==> src/hdl/bat_pkg.sv <==
package bat_pkg;

   localparam int CORDIC_STEPS_DEF = 16;
   localparam int LANES            = 3;

   // CORDIC datapath widths: x/y in Q2.30 with headroom, angle accumulator wide
   // enough for a full Q3.12 angle taken to Q3.30
   localparam int CW = 34;
   localparam int ZW = 36;

   localparam logic signed [ZW-1:0] Q30_PI      = 36'sd3373259426;
   localparam logic signed [ZW-1:0] Q30_HALF_PI = 36'sd1686629713;
   localparam logic signed [CW-1:0] CORDIC_K    = 34'sd652032874;
   localparam logic signed [31:0]   ONE_Q16     = 32'sd65536;
   localparam logic signed [31:0]   SAT_MAX     = 32'sh7FFF_FFFF;
   localparam logic signed [31:0]   SAT_MIN     = 32'sh8000_0000;

   localparam logic [1:0] ROW_LAST = 2'd3;

   typedef logic signed [CW-1:0] trig_type;
   typedef logic [3:0][31:0]     row_type;
   typedef row_type [2:0]        mat_type;

   typedef struct packed {
      logic signed [31:0] fixed_x;
      logic signed [31:0] fixed_y;
      logic signed [31:0] fixed_z;
      logic signed [31:0] move_x;
      logic signed [31:0] move_y;
      logic signed [31:0] move_z;
      logic signed [15:0] angle_x;
      logic signed [15:0] angle_y;
      logic signed [15:0] angle_z;
      logic signed [31:0] scale_x;
      logic signed [31:0] scale_y;
      logic signed [31:0] scale_z;
   } req_type;

   typedef struct packed {
      logic [1:0]         row_index;
      logic signed [31:0] entry_0;
      logic signed [31:0] entry_1;
      logic signed [31:0] entry_2;
      logic signed [31:0] entry_3;
      logic               last_row;
   } rsp_type;

   typedef struct packed {
      logic                 neg;
      logic signed [ZW-1:0] z;
   } red_type;

   // atan(2^-i) in Q2.30, truncated
   function automatic logic [31:0] atan_q30(input int idx);
      logic [31:0] v;
      case (idx)
         0:       v = 32'h3243F6A8;
         1:       v = 32'h1DAC6705;
         2:       v = 32'h0FADBAFC;
         3:       v = 32'h07F56EA6;
         4:       v = 32'h03FEAB76;
         5:       v = 32'h01FFD55B;
         6:       v = 32'h00FFFAAA;
         7:       v = 32'h007FFF55;
         8:       v = 32'h003FFFEA;
         9:       v = 32'h001FFFFD;
         10:      v = 32'h000FFFFF;
         11:      v = 32'h0007FFFF;
         12:      v = 32'h0003FFFF;
         13:      v = 32'h0001FFFF;
         14:      v = 32'h0000FFFF;
         15:      v = 32'h00007FFF;
         16:      v = 32'h00003FFF;
         17:      v = 32'h00001FFF;
         18:      v = 32'h00000FFF;
         19:      v = 32'h000007FF;
         20:      v = 32'h000003FF;
         21:      v = 32'h000001FF;
         22:      v = 32'h000000FF;
         23:      v = 32'h0000007F;
         default: v = 32'h00000000;
      endcase
      return v;
   endfunction

   // fold the angle into [-pi/2, pi/2]; each fold flips the sign of sin and cos
   function automatic red_type angle_reduce(input logic signed [15:0] a);
      red_type r;
      r.z   = ZW'(signed'({a, 18'b0}));
      r.neg = 1'b0;
      for (int k = 0; k < 3; k++) begin
         if (r.z > Q30_HALF_PI) begin
            r.z   = r.z - Q30_PI;
            r.neg = ~r.neg;
         end else if (r.z < -Q30_HALF_PI) begin
            r.z   = r.z + Q30_PI;
            r.neg = ~r.neg;
         end
      end
      return r;
   endfunction

   // product with Q30 rounding (half up)
   function automatic logic signed [37:0] mulr30(input logic signed [CW-1:0] a,
                                                 input logic signed [CW-1:0] b);
      logic signed [67:0] p;
      p = 68'(a) * 68'(b) + (68'sd1 <<< 29);
      return p[67:30];
   endfunction

   // product with Q16 rounding (half up)
   function automatic logic signed [47:0] mulr16(input logic signed [31:0] a,
                                                 input logic signed [31:0] b);
      logic signed [63:0] p;
      p = 64'(a) * 64'(b) + (64'sd1 <<< 15);
      return p[63:16];
   endfunction

   function automatic logic signed [31:0] sat32(input logic signed [51:0] v);
      logic signed [31:0] r;
      if (v > 52'(SAT_MAX)) begin
         r = SAT_MAX;
      end else if (v < 52'(SAT_MIN)) begin
         r = SAT_MIN;
      end else begin
         r = v[31:0];
      end
      return r;
   endfunction

endpackage

==> src/hdl/bat_rows.sv <==
module bat_rows import bat_pkg::*; (
   input  logic    clock,
   input  logic    reset,
   input  logic    in_valid,
   input  mat_type in_mat,
   output logic    in_ready,
   output logic    rsp_valid,
   input  logic    rsp_ready,
   output rsp_type rsp_data
);

   mat_type    mat_ff;
   logic       busy_ff, busy_in;
   logic [1:0] cnt_ff, cnt_in;
   logic       rsp_valid_ff, rsp_valid_in;
   rsp_type    rsp_data_ff, rsp_data_in;
   logic       out_free;
   logic       take;
   row_type    row;

   assign out_free = !rsp_valid_ff || rsp_ready;
   assign take     = !busy_ff || (out_free && cnt_ff == ROW_LAST);
   assign in_ready = take;

   always_comb begin
      if (cnt_ff == ROW_LAST) begin
         row = {ONE_Q16, 32'sd0, 32'sd0, 32'sd0};
      end else begin
         row = mat_ff[cnt_ff];
      end
   end

   always_comb begin
      busy_in      = busy_ff;
      cnt_in       = cnt_ff;
      rsp_valid_in = rsp_valid_ff && !rsp_ready;
      rsp_data_in  = rsp_data_ff;
      if (busy_ff && out_free) begin
         rsp_valid_in          = 1'b1;
         rsp_data_in.row_index = cnt_ff;
         rsp_data_in.entry_0   = row[0];
         rsp_data_in.entry_1   = row[1];
         rsp_data_in.entry_2   = row[2];
         rsp_data_in.entry_3   = row[3];
         rsp_data_in.last_row  = (cnt_ff == ROW_LAST);
         cnt_in                = cnt_ff + 2'd1;
         if (cnt_ff == ROW_LAST) begin
            busy_in = 1'b0;
         end
      end
      if (take && in_valid) begin
         busy_in = 1'b1;
         cnt_in  = '0;
      end
   end

   always_ff @(posedge clock) begin
      if (reset) begin
         busy_ff      <= 1'b0;
         cnt_ff       <= '0;
         rsp_valid_ff <= 1'b0;
      end else begin
         busy_ff      <= busy_in;
         cnt_ff       <= cnt_in;
         rsp_valid_ff <= rsp_valid_in;
      end
   end

   always_ff @(posedge clock) begin
      rsp_data_ff <= rsp_data_in;
      if (take && in_valid) begin
         mat_ff <= in_mat;
      end
   end

   assign rsp_valid = rsp_valid_ff;
   assign rsp_data  = rsp_data_ff;

   a_last_flag: assert property (@(posedge clock) disable iff (reset)
      rsp_valid_ff |-> (rsp_data_ff.last_row == (rsp_data_ff.row_index == ROW_LAST)))
      else $error("last_row flag disagrees with row index");

   a_rows_follow: assert property (@(posedge clock) disable iff (reset)
      (rsp_valid_ff && rsp_ready && !rsp_data_ff.last_row) |=>
      (rsp_valid_ff && rsp_data_ff.row_index == $past(rsp_data_ff.row_index) + 2'd1))
      else $error("matrix rows not delivered back to back in order");

   a_no_overwrite: assert property (@(posedge clock) disable iff (reset)
      (take && in_valid && busy_ff) |-> (cnt_ff == ROW_LAST && out_free))
      else $error("new matrix loaded over rows still pending");

endmodule
==> config.mk <==
export PLATFORM = sky130hd
export DESIGN_NAME = bat_rows
export DESIGN_NICKNAME = d
export VERILOG_FILES = /design/src/hdl/bat_pkg.sv /design/src/hdl/bat_rows.sv
export SDC_FILE = /design/constraint.sdc
export NUM_CORES = 1
export LEC_CHECK = 0
export ABC_AREA = 1
export BUFFER_PORTS_ARGS = -buffer_cell sky130_fd_sc_hd__buf_4
export CORE_MARGIN = 2
export CORE_UTILIZATION = 40
export CTS_BUF_LIST = sky130_fd_sc_hd__clkbuf_4
export DETAILED_ROUTE_END_ITERATION = 10
export SLEW_MARGIN = 20
export SYNTH_ARGS = -nofsm -noshare
export SYNTH_HDL_FRONTEND = slang
export SYNTH_SLANG_ARGS = --single-unit
==> constraint.sdc <==
create_clock -name clock -period 27.8 [get_ports clock]
set_input_delay 5.56 -clock clock [delete_from_list [all_inputs] [get_ports clock]]
set_output_delay 5.56 -clock clock [all_outputs]
set_load 0.1 [all_outputs]
==> results of run 1 <==
-- worst max-delay path, cell delays in order --
cell and delay [ns]:
buf_4 0.08, inv_1 0.03, nand2_1 0.13, nand2_1 0.07, nand2_1 0.13, buf_4 0.30
-- power by group through the flow --
stage	Combinational, uW	Clock [uW]	Sequential, uW
after floorplan	50.7	0	1060
after global placement	231	0	948
after detailed placement	234	0	949
after CTS	234	679	932
after global routing	246	720	936
final	232	655	932
-- per-layer routing --
layer	up-vias	GRT usage, %
li1	5831	-
met1	5946	22.8
met2	499	33.4
met3	74	10.1
met4	0	8.91
met5	-	0
-- worst paths after layout --
kind,start,endpoint,slack (ns),cells past startpoint
worst max-delay path,rsp_ready,in_ready,15.95,6
worst max register to register,cnt_ff[1],mat_ff[329],23.37,7
worst min register to register,mat_ff[368],rsp_data[17],0.51,2
worst min-delay path,mat_ff[368],rsp_data[17],0.51,2
-- synthesized netlist by cell type --
library cell	count
buf_1	1
edfxtp_1	515
nor2_1	259
inv_2	2
a21oi_1	129
buf_2	29
inv_1	8
ha_1	1
nand3b_1	1
dfxtp_1	4
clkbuf_1	27
buf_6	10
nand2_1	138
o21ai_0	128
buf_4	3
nand3_1	2
-- area by class of cell --
class,count,area [um2],share of cell area (%)
clock inverters,29,201,0.809
repair buffers,533,4000,16.1
well taps,607,759,3.05
clock buffers,201,1510,6.06
inverters,10,52.6,0.211
diodes,5,12.5,0.0502
flip-flops and latches,519,15600,62.4
multi-input cells,658,2830,11.3
-- through the flow --
| step | cells | worst slack [ns] |
|---|---|---|
| 2_1_floorplan | 1257 | 13.06 |
| 3_3_place_gp | 2327 | 15.94 |
| 3_5_place_dp | 2327 | 15.96 |
| 4_1_cts | 2557 | 15.95 |
| 5_1_grt | 2560 | 15.88 |
| 6_report | 2562 | 15.95 |
-- flip-flops by register name, summed over array words and instances, names as in the netlist --
| signal | flops |
|---|---|
| rsp_data | 131 |
| busy_ff | 1 |
| cnt_ff | 2 |
| rsp_valid | 1 |
| mat_ff | 384 |
-- cells by family (layout without fill, tap and decap cells) --
family	Yosys count	count (layout)	share of synthesized area (%)
other	0	5	0
AND/OR/NAND/NOR	400	400	8.03
buffers and inverters	80	773	2.25
AO/OA/AOI/OAI	257	257	6.85
flip-flops	519	519	82.8
adder cells (fa/ha/maj)	1	1	0.0666
==> flow_summary.ini, run 1 <==
[run_status]
outcome = finished clean

[sta]
fmax_mhz = 84.4
worst_slew_pin_slew_ns = 1.02
hold_ws_ns = 0.508
hold_violations = 0
slew_viol_final = 0
setup_tns_ns = 0
rsz0062_at_grt = no
relSlewSlack_pct = 32.1
fin_crit_ns = 11.85
skew_ns = 0.0431
fin_crit_sh_pct = 42.6
setup_viol = 0

[clocking]
hold_buffers = 0
path_clk_slew_ns = 0.06
postCtsSetupBuffers = 0
h-tree-depth = 4
cts_root_buffer = clkbuf_4
cts_tree = done
cts-resized-gates = 0
numCtsBuffers = 138
cts.sinks = 519
clockBufferDepth = 3
clock_latency_ns = 0.94

[synth]
syn_area_per_cell_um2 = 14.9
synth_warnings = 0
yosysTopAreaCell = edfxtp_1
syn_inst = 1257
yosysTopAreaCellShare_pct = 82.4
synth_seq_area_share_pct = 82.8
synth.net_count = 1646
ys_ff_latch = 519
synth_cell_types = 16
synthTopCellsByArea = edfxtp_1 82%, nor2_1 5.2%, a21oi_1 3.4%
netlist_area_um2 = 18800

[layout]
drive_gt1_share_pct = 38.9
final_common_cell = buf_4
fillers = 4000
post-route-cell-area_um2 = 24900
layout_common_cells = 533 x buf_4, 515 x edfxtp_1, 258 x nor2_1
post-route-util_pct = 53.6
nets = 2249
area_growth_pct = 32.7

[setup_path]
startpoint_type = primary input
cp.required_ns = 22.24
worstPathArrival_ns = 6.29
cp-end-kind = output pin
path_class = in -> out
path_max_fanout = 5

[flow_run]
cap_viol_max_count = 0

[drt]
wl_met2_um = 25600
highest_layer = met4
drtIter0Drc = 910
vias_per_cell = 4.82
dr_wl_met3_um = 5400
first_pass_iters = 4
drc = 0
vias = 12400
wl_met1_um = 18600
wire_per_inst_um = 19.8
ant_nets = 0
routed_wl_um = 50700

[global_routing]
grt_pass1_vias = 12400
grt_max_degree = 121
grt_overflow_total = 0
grtUsageTotal_pct = 20.5
grt_pass1_wl_um = 72400
antenna_found_initial = 3

[power_and_ir_drop]
p_sw_uw = 482
power_uw = 1820
ir_drop_mv = 0.0435
p_int_uw = 1340
comb_power_share_pct = 12.7
p_leak_uw = 0.00959
swShare_pct = 26.5
clkPwrFrac_pct = 36.0
powerDensity_nw_per_um2 = 73.0
power_frac_seq_pct = 51.3

[die]
die-area_um2 = 48700
num_rows = 79
die-height_um = 221
core_um2 = 46500
io_pins = 521
start_util_pct = 40.4
fp.dieW_um = 221

[placed_design]
dp_hpwl_um = 31500
place_area_um2 = 23200
placement.io_buffers = 520
gp_congestion = 0.823

[hold_path]
hp-class = reg -> reg
Note: power is estimated with default switching activity, not from simulation.
==> inputs of run 2 (changes only) <==
--- a/config.mk
+++ b/config.mk
@@ -11,6 +11,7 @@
 export CORE_UTILIZATION = 40
 export CTS_BUF_LIST = sky130_fd_sc_hd__clkbuf_4
 export DETAILED_ROUTE_END_ITERATION = 10
+export PLACE_DENSITY = 0.66
 export SLEW_MARGIN = 20
 export SYNTH_ARGS = -nofsm -noshare
 export SYNTH_HDL_FRONTEND = slang
==> constraint.sdc (replaced) <==
create_clock -name clock -period 10.1 [get_ports clock]
set_input_delay 2.02 -clock clock [delete_from_list [all_inputs] [get_ports clock]]
set_output_delay 2.02 -clock clock [all_outputs]
set_load 0.1 [all_outputs]
==> flow_summary.ini, run 2 (synthesis results as in run 1) <==
[global_routing]
grt_pass1_vias = 12700
grt_pass1_wl_um = 72200
grt_max_degree = 81
antenna_found_initial = 5
grtUsageTotal_pct = 20.4
grt_overflow_total = 0

[layout]
largest_register_ffs = 384
drive_gt1_share_pct = 38.6
max_flop_register = mat_ff
area_growth_pct = 32.8
layout_common_cells = 533 x buf_4, 515 x edfxtp_1, 258 x nor2_1
post-route-cell-area_um2 = 24900
fillers = 3925
multi_input_area_um2 = 2830
nets = 2249
seq_area_um2 = 15600
final_common_cell = buf_4

[drt]
vias_per_cell = 4.88
routed_wl_um = 50600
ant_nets = 0
vias = 12500
drtIter0Drc = 797
first_pass_iters = 7
wire_per_inst_um = 19.7
drc = 0

[die]
die-area_um2 = 48700
core_um2 = 46500
num_rows = 79
die-height_um = 221
fp.dieW_um = 221
start_util_pct = 40.4
io_pins = 521

[run_status]
outcome = finished clean

[setup_path]
path_max_fanout = 70
cp.required_ns = 8.08
worst_path_most_repeated_cell = nand2_1
cpPeakStageDelay_ns = 0.94
cp-end-kind = output pin
crit_slowest_cell = dfxtp_4
path_class = reg -> out
crit_path_cell_trace = ha_4 -> nand2_1 -> nand2_1 -> buf_4
startpoint_type = register
worstPathArrival_ns = 3.28

[power_and_ir_drop]
ir_drop_mv = 0.105
p_leak_uw = 0.00958
power_uw = 5040
powerDensity_nw_per_um2 = 202

[sta]
fin_crit_sh_pct = 52.5
hold_violations = 0
skew_ns = 0.0508
hold_ws_ns = 0.507
worst_slew_pin_slew_ns = 1.10
setup_tns_ns = 0
final.setup.worst_slack_ns = 4.80
relSlewSlack_pct = 26.7
fin_crit_ns = 5.30
slew_viol_final = 0
rsz0062_at_grt = no
fmax_mhz = 189
setup_viol = 0

[clocking]
h-tree-depth = 4
postCtsSetupBuffers = 0
clockBufferDepth = 3
hold_buffers = 0
path_clk_slew_ns = 0.06
clock_latency_ns = 0.92
numCtsBuffers = 138
cts_root_buffer = clkbuf_4
cts_tree = done
cts.sinks = 519
cts-resized-gates = 0

[hold_path]
hp-class = reg -> reg

[placed_design]
place_ws_ns = 5.00
place_area_um2 = 23200
placement.io_buffers = 520
gp_congestion = 0.801
dp_hpwl_um = 32100

[flow_run]
cap_viol_max_count = 0
-- run 2: cell types whose count changed in the layout (fill, tap and decap cells not counted), sizes merged --
cell and change:
inv -4, clkbuf -6, clkinvlp +2, diode +1, bufinv +2, clkinv +8
-- run 2: path summary, 6_finish.rpt --
path,startpoint,endpoint,slack [ns],depth (start not counted)
hold / removal,busy_ff,rsp_valid,0.51,2
setup reg to reg,cnt_ff[1],mat_ff[309],5.45,7
setup / recovery,cnt_ff[1],in_ready,4.80,4
hold reg to reg,busy_ff,rsp_valid,0.51,2
-- run 2: routing by layer --
layer	GRT usage [%]	vias up	part of all wire, %
li1	-	5833	-
met1	23.6	6013	37
met2	32.4	573	49
met3	8.49	99	10
met4	10.7	2	3.3
met5	0	-	0.038
-- run 2: power by group --
| part | total, uW | internal [uW] | switching, uW |
|---|---|---|---|
| clock | 1830 | 989 | 843 |
| sequential | 2570 | 2530 | 39.8 |
| combinational | 634 | 183 | 450 |
-- run 2: through the flow --
step / util, % / cells
after floorplan: - / 1257
final: 53.7 / 2565
after detailed placement: 49.9 / 2327
after global placement: 49.9 / 2327
after global routing: 53.7 / 2563
after CTS: 53.6 / 2559
-- run 2: area by class of cell --
cell class	instances	area share, %
repair buffers	533	16.0
diodes	6	0.0602
clock buffers	195	5.87
flip-flops and latches	519	62.4
well taps	607	3.05
inverters	10	0.196
clock inverters	37	1.08
multi-input cells	658	11.3
-- run 2: worst max-delay path: cells and delay by family (launching register included) --
kind | cells | cell delay [ns]
flip-flops | 1 | 0.94
AND/OR/NAND/NOR | 2 | 0.28
adder cells (fa/ha/maj) | 1 | 0.80
buffers and inverters | 1 | 0.32
